[src/rtl/core/tdpt_pkg.sv]
// Package for the trial-division prime test unit: value width, derived widths
// and the sequencer state type. No dependencies.

package tdpt_pkg;

  localparam int VALUE_WIDTH = 32;
  localparam int CNT_W       = $clog2(VALUE_WIDTH);

  typedef logic [VALUE_WIDTH-1:0] value_t;
  typedef logic [CNT_W-1:0]       cnt_t;

  localparam value_t VAL_TWO   = value_t'(2);
  localparam value_t VAL_THREE = value_t'(3);
  localparam value_t VAL_FOUR  = value_t'(4);
  localparam cnt_t   CNT_LAST  = cnt_t'(VALUE_WIDTH - 1);

  typedef enum logic [1:0] {
    ST_IDLE,
    ST_DIV,
    ST_CHECK,
    ST_FINISH
  } state_t;

endpackage

[src/rtl/core/trial_division_prime_test_unit.sv]
// Top level of the trial-division prime test unit: sequencer and bit-serial
// restoring divider. Depends on tdpt_pkg.
//
//   channel    | handshake                     | word
//   -----------+-------------------------------+-------------------------------
//   candidate  | cand_valid / cand_stall (out) | candidate, signed VALUE_WIDTH
//   result     | res_valid (out) / res_stall   | is_prime, 1 bit
//
// Flow: negatives, 0..3 and even values go from acceptance straight to the
// finish state, which raises res_valid once the output register is free.
// Odd values from 5 up run one trial division per odd divisor d (one quotient
// bit a cycle in the shared divider, then a check); the test stops at the
// first zero remainder or once d exceeds the quotient. Reset clears the
// sequencer and the result valid flag only; there is no clearing pass. One
// candidate is worked on at a time; the next is taken while a finished
// result still waits in the output register, and a result that finds the
// output register full holds until it is taken.

module trial_division_prime_test_unit (
  input  logic                                   clk,
  input  logic                                   rst,
  input  logic                                   cand_valid,
  output logic                                   cand_stall,
  input  logic signed [tdpt_pkg::VALUE_WIDTH-1:0] candidate,
  output logic                                   res_valid,
  input  logic                                   res_stall,
  output logic                                   is_prime
);

  localparam int W = tdpt_pkg::VALUE_WIDTH;

  tdpt_pkg::state_t state, state_next;

  tdpt_pkg::value_t value, value_next;     // candidate under test
  tdpt_pkg::value_t divisor, divisor_next; // current odd trial divisor
  tdpt_pkg::value_t rem, rem_next;         // partial remainder
  tdpt_pkg::value_t quo, quo_next;         // dividend bits out, quotient bits in
  tdpt_pkg::cnt_t   cnt, cnt_next;
  logic             verdict, verdict_next;
  logic             res_valid_next, is_prime_next;

  tdpt_pkg::value_t raw;
  logic             accept;
  logic [W:0]       shifted;
  logic [W:0]       diff;
  logic             out_free;

  assign raw      = tdpt_pkg::value_t'($unsigned(candidate));
  assign accept   = cand_valid && !cand_stall;
  assign out_free = !res_valid || !res_stall;

  // One restoring step: bring down the next dividend bit, try the subtract.
  assign shifted = {rem, quo[W-1]};
  assign diff    = shifted - {1'b0, divisor};

  always_ff @(posedge clk) begin
    if (rst) begin
      state     <= tdpt_pkg::ST_IDLE;
      res_valid <= 1'b0;
    end else begin
      state     <= state_next;
      res_valid <= res_valid_next;
    end
  end

  always_ff @(posedge clk) begin
    value    <= value_next;
    divisor  <= divisor_next;
    rem      <= rem_next;
    quo      <= quo_next;
    cnt      <= cnt_next;
    verdict  <= verdict_next;
    is_prime <= is_prime_next;
  end

  always_comb begin
    state_next     = state;
    value_next     = value;
    divisor_next   = divisor;
    rem_next       = rem;
    quo_next       = quo;
    cnt_next       = cnt;
    verdict_next   = verdict;
    res_valid_next = res_valid && res_stall;
    is_prime_next  = is_prime;
    cand_stall     = (state != tdpt_pkg::ST_IDLE);

    unique case (state)
      tdpt_pkg::ST_IDLE: begin
        if (accept) begin
          value_next   = raw;
          divisor_next = tdpt_pkg::VAL_THREE;
          rem_next     = '0;
          quo_next     = raw;
          cnt_next     = '0;
          // Settle negatives, small values and even values at once.
          if (raw[W-1] || raw < tdpt_pkg::VAL_TWO) begin
            verdict_next = 1'b0;
            state_next   = tdpt_pkg::ST_FINISH;
          end else if (raw < tdpt_pkg::VAL_FOUR) begin
            verdict_next = 1'b1;
            state_next   = tdpt_pkg::ST_FINISH;
          end else if (!raw[0]) begin
            verdict_next = 1'b0;
            state_next   = tdpt_pkg::ST_FINISH;
          end else begin
            state_next   = tdpt_pkg::ST_DIV;
          end
        end
      end

      tdpt_pkg::ST_DIV: begin
        if (!diff[W]) begin
          rem_next = diff[W-1:0];
          quo_next = {quo[W-2:0], 1'b1};
        end else begin
          rem_next = shifted[W-1:0];
          quo_next = {quo[W-2:0], 1'b0};
        end
        cnt_next = cnt + 1'b1;
        if (cnt == tdpt_pkg::CNT_LAST) begin
          state_next = tdpt_pkg::ST_CHECK;
        end
      end

      tdpt_pkg::ST_CHECK: begin
        // d > v / d means d * d > v: no divisor left, the value is prime.
        if (divisor > quo) begin
          verdict_next = 1'b1;
          state_next   = tdpt_pkg::ST_FINISH;
        end else if (rem == '0) begin
          verdict_next = 1'b0;
          state_next   = tdpt_pkg::ST_FINISH;
        end else begin
          divisor_next = divisor + tdpt_pkg::VAL_TWO;
          rem_next     = '0;
          quo_next     = value;
          cnt_next     = '0;
          state_next   = tdpt_pkg::ST_DIV;
        end
      end

      tdpt_pkg::ST_FINISH: begin
        // Hold the verdict until the output register is free.
        if (out_free) begin
          res_valid_next = 1'b1;
          is_prime_next  = verdict;
          state_next     = tdpt_pkg::ST_IDLE;
        end
      end

      default: begin
        state_next = tdpt_pkg::ST_IDLE;
      end
    endcase
  end

  // Only odd divisors from three upward are ever tried.
  a_divisor_odd: assert property (@(posedge clk) disable iff (rst)
    (state == tdpt_pkg::ST_DIV) |-> (divisor[0] && divisor >= tdpt_pkg::VAL_THREE))
    else $error("trial divisor is even or below three");

  // The restoring step keeps the partial remainder below the divisor.
  a_rem_bound: assert property (@(posedge clk) disable iff (rst)
    (state == tdpt_pkg::ST_DIV) |-> (rem < divisor))
    else $error("partial remainder not below divisor");

  // A check only follows a completed division.
  a_check_after_div: assert property (@(posedge clk) disable iff (rst)
    (state == tdpt_pkg::ST_CHECK) |-> ($past(state) == tdpt_pkg::ST_DIV
                                       && $past(cnt) == tdpt_pkg::CNT_LAST))
    else $error("check reached without a full division");

  // An accepted candidate always leaves the idle state.
  a_accept_busy: assert property (@(posedge clk) disable iff (rst)
    accept |=> (state != tdpt_pkg::ST_IDLE))
    else $error("accepted candidate was dropped");

  // A result is loaded only from the finish state into a free register.
  a_result_load: assert property (@(posedge clk) disable iff (rst)
    (state == tdpt_pkg::ST_FINISH && out_free) |=> (res_valid && is_prime == $past(verdict)))
    else $error("finished verdict not loaded into the output register");

endmodule
[config.mk]
export PLATFORM = sky130hd
export DESIGN_NAME = trial_division_prime_test_unit
export DESIGN_NICKNAME = d
export VERILOG_FILES = /design/src/rtl/core/tdpt_pkg.sv /design/src/rtl/core/trial_division_prime_test_unit.sv
export SDC_FILE = /design/constraint.sdc
export NUM_CORES = 1
export LEC_CHECK = 0
export BUFFER_PORTS_ARGS = -buffer_cell sky130_fd_sc_hd__clkbuf_2
export CAP_MARGIN = 10
export CORE_AREA = 2 2 121 123
export CTS_CLUSTER_DIAMETER = 200
export DETAILED_ROUTE_END_ITERATION = 10
export DIE_AREA = 0 0 123 125
export PLACE_DENSITY = 0.91
export SKIP_LAST_GASP = 1
export SYNTH_ARGS = -nofsm -noshare
export SYNTH_HDL_FRONTEND = slang
export SYNTH_SLANG_ARGS = --single-unit
export TNS_END_PERCENT = 20
[constraint.sdc]
create_clock -name clk -period 16.1 [get_ports clk]
set_clock_uncertainty 0.1 [all_clocks]
set_input_delay 2.415 -clock clk [delete_from_list [all_inputs] [get_ports clk]]
set_output_delay 2.415 -clock clk [all_outputs]
set_load 0.005 [all_outputs]
# After elaboration in Yosys (flattened, before gate mapping)
# Index checks and enable logic that the tools add are counted.
# totals
regBits,138
wordCells,80
out_inout_bits,3
in_bits,36
# op_classes
mux,36
n_reduce_logical,18
add_sub_neg,3
n_eq_ne,11
magnitude_cmp,3
# ops
operator,count
$mux 32,10
$pmux 32 s3,2
$pmux 32 s2,1
$sub 33x32->33,1
$add 32x2->32 const B,1
$gt 32x32->1,1
$logic_not 32->1,1
$lt 32x2->1 const B,1
$lt 32x3->1 const B,1
$mux 2,8
$mux 5,3
$pmux 5 s3,1
$reduce_and 4->1,3
$ne 2x2->1 const B,5
$mux 1,9
$pmux 2 s4,1
$add 5x1->5 const B,1
$eq 5x5->1 const B,1
$eq 2x2->1 const B,2
$ne 4x4->1 const B,1
$reduce_and 2->1,2
$reduce_bool 2->1,2
$logic_not 1->1,3
$ne 3x3->1 const B,1
other kinds (7),9

# Depth between registers and ports, before layout
# depth
ltp_word,5
mapped_depth,13

# Least setup slack after synthesis
# No wires, ideal clock.
# synth_timing
kind,input-to-reg
startpoint,input port cand_valid
endpoint,"register cnt[0], enable pin"
setup_slack_ns,7.816
path_stages,2
t_arrival_ns,7.585
path_cell_list,nor2_1 a211oi_1
# synth_between
elab_chain_len,3
# synth_lines
element,line_no,source
start: declaration,trial_division_prime_test_unit.sv:22,"input logic cand_valid,"
$logic_and 1x1->1,trial_division_prime_test_unit.sv:49,assign accept = cand_valid && !cand_stall;
$ne 2x2->1 (no source line),--,
$reduce_and 4->1 (no source line),--,
end signal: assignment,trial_division_prime_test_unit.sv:71,cnt <= cnt_next;
end: declaration,trial_division_prime_test_unit.sv:38,"tdpt_pkg::cnt_t cnt, cnt_next;"
# Every way passes these cells.
# A chain may end at the register's enable or synchronous reset.

# Worst setup path after layout
# layout_timing
startpoint,register state[1]
endpoint,output port cand_stall
# layout_between
elab_chain_len,1
# layout_lines
element,line_no,source
start: declaration,trial_division_prime_test_unit.sv:32,"tdpt_pkg::state_t state, state_next;"
start signal: assignment,trial_division_prime_test_unit.sv:58,state <= tdpt_pkg::ST_IDLE;
start signal: assignment,trial_division_prime_test_unit.sv:61,state <= state_next;
$reduce_bool 2->1,trial_division_prime_test_unit.sv:86,cand_stall = (state != tdpt_pkg::ST_IDLE);
end: declaration,trial_division_prime_test_unit.sv:23,"output logic cand_stall,"
# Every way passes these cells.

==> metrics.yaml <==
synthCells: 929
drtPass1Iterations: 9
worstSetupStartpointType: "flip-flop"
drcViolationCount: 0
die_h_um: 125
overflow: 0
avgSynthCellArea_um2: 9.82
diodes: 0
r2r-start: "quo[31]$_DFFE_PP_"
drv_cap: 0
clockRootBuffer: "clkbuf_16"
layout-drive-gt1-share_pct: 10.8
layout.nets: 1059
required_ns: 13.59
path_clk_slew_ns: 0.06
post-place-ws_ns: 11.84
die_w_um: 123
ys_seq_area_share_pct: 44.8
arrival_ns: 1.44
crit_top_cell: "inv_1"
nFillCells: 934
final_antenna_net_count: 0
rr_endpoint: "rem[2]$_SDFFCE_PN0P_"
grt_pass1_vias: 7363
synth.most_common_cell: "edfxtp_1"
cpPeakStageDelay_ns: 0.39
antenna_found_initial: 0
fmax_mhz: 253
drt_wl_total_um: 23000
grt_usage_pct: 30.7
worst_pin_slew_ns: 1.09
worstHoldEndpoint: "is_prime$_DFFE_PP_"
synth_edf_count: 134
post_cts_buffers: 0
critPathKind: "flip-flop to primary output"
rsz0062_at_grt: "no"
synth-seq-cells: 137
crit_slowest_cell: "dfxtp_1"
clock_latency_ns: 0.43
grt_max_degree: 70
worstHoldStart: "verdict$_DFFE_PP_"
hold_buffers: 0
grt_pass1_wl_um: 37000
synth_top_area_share_pct: 44.1
cts_max_path_buffers: 2
start_util_pct: 64.2
synthTopCellsByArea: "edfxtp_1 (44%), ha_1 (9.5%), a21oi_1 (6.0%)"
crit_path_end_kind: "primary output"
yosys_warnings: 0
crit_chain: "inv_1 > ha_2 > inv_1 > clkbuf_2"
synth_top_area_cell: "edfxtp_1"
finalSetupTns_ns: 0
place.gp.congestion: 0.924
min_path_cells: 0
io_pins: 39
h-tree-depth: 4
synth_ff_type: "edfxtp_1"
cts_resized: 0
cts_tree: "yes"
rows: 44
post-route-period-util_pct: 24.6
cts_buffers: 17
setup_viol: 0
maxSlewHeadroom_pct: 27.1
ys_types: 75
hold_violations: 0
wl_per_cell_um: 20.0
dieArea_um2: 15400
synthTopCellsByCount: "edfxtp_1 (134), a21oi_1 (110), inv_1 (77)"
r2r_setup_slack_ns: 12.38
holdCritPathClass: "flip-flop to flip-flop"
syn-cell-area_um2: 9120
num_vias: 7677
reg2reg_depth: 10
ys_async_sr_fraction_pct: 0
syn_nets: 1035
cts_sinks: 137
syn_to_final_growth_pct: 9.69
port_buffers: 38
status: "complete, no violations"
period_needed_ns: 3.96
drt_iter0_drc: 1024
fin_ws_ns: 12.14
core_um2: 14200
place_hpwl_um: 15100
vias_per_cell: 6.68
drv_slew: 0
cp_max_fo: 6
[worst max-delay path, delay by kind of cell (launching register included)]
family	cells	cell delay, ns
buf+inv	3	0.42
flops	1	0.39
fa+ha+maj	1	0.21
[flip-flops by register name (all words and copies together) (netlist names)]
register / cells
cnt: 5
divisor: 31
quo: 32
value: 32
is_prime: 1
rem: 32
state: 2
res_valid: 1
verdict: 1
[area by class of cell]
class	count	area [µm²]	area share, %
multi-input combinational	671	4550	45.5
sequential	137	4080	40.8
clock buffer	19	433	4.33
inverter	78	293	2.93
timing repair buffer	48	265	2.65
tap	184	230	2.30
clock inverter	13	146	1.46
[per-stage QoR]
step	utilization, %	hold slack (ns)	std cells	instance area, µm²
finish	70.4	0.358	1150	10000
floorplan	-	0.300	929	9120
CTS	70.4	0.354	1150	10000
detailed placement	66.3	0.338	1118	9420
global placement	66.3	0.336	1118	9420
global route	70.4	0.360	1150	10000
[kinds of logic after synthesis]
kind of cell,count (synthesis),share of synthesized area [%]
fa+ha+maj,70,9.69
mux,2,0.233
flops,137,44.8
buf+inv,121,5.53
xor+xnor,50,4.80
simple gates,270,15.7
compound gates,279,19.3
[layer usage]
metal | GRT usage [%] | vias up | routed length (µm)
li1 | - | 3525 | -
met1 | 40.6 | 3586 | 9190
met2 | 47.7 | 473 | 10600
met3 | 6.66 | 93 | 2050
met4 | 15.9 | 0 | 1170
met5 | 0 | - | 0
[worst max path at each step]
stage | from | end | slack [ns] | depth (start not counted)
global route | state[1]$_SDFFE_PP0P_ | cand_stall | 12.09 | 4
floorplan | cand_valid | cnt[0]$_SDFFCE_PN0P_ | 7.82 | 2
global placement | candidate[5] | verdict$_DFFE_PP_ | 11.93 | 6
CTS | state[1]$_SDFFE_PP0P_ | cand_stall | 12.16 | 4
finish | state[1]$_SDFFE_PP0P_ | cand_stall | 12.14 | 4
detailed placement | candidate[5] | verdict$_DFFE_PP_ | 11.84 | 6
[layout by cell type (no fill, tap or decap), drive strengths merged, types with 22 or more instances in the layout]
cell type / count
a22oi: 31
nor2: 66
a21oi: 111
and2: 30
clkbuf: 57
nand2: 34
nand4: 26
inv: 79
ha: 69
nor4: 22
a21o: 22
o21ai: 49
nand3: 38
xnor2: 41
edfxtp: 134
Power is not shown: default switching activity piles up to over one toggle a cycle in this logic, so the estimate is an artifact.
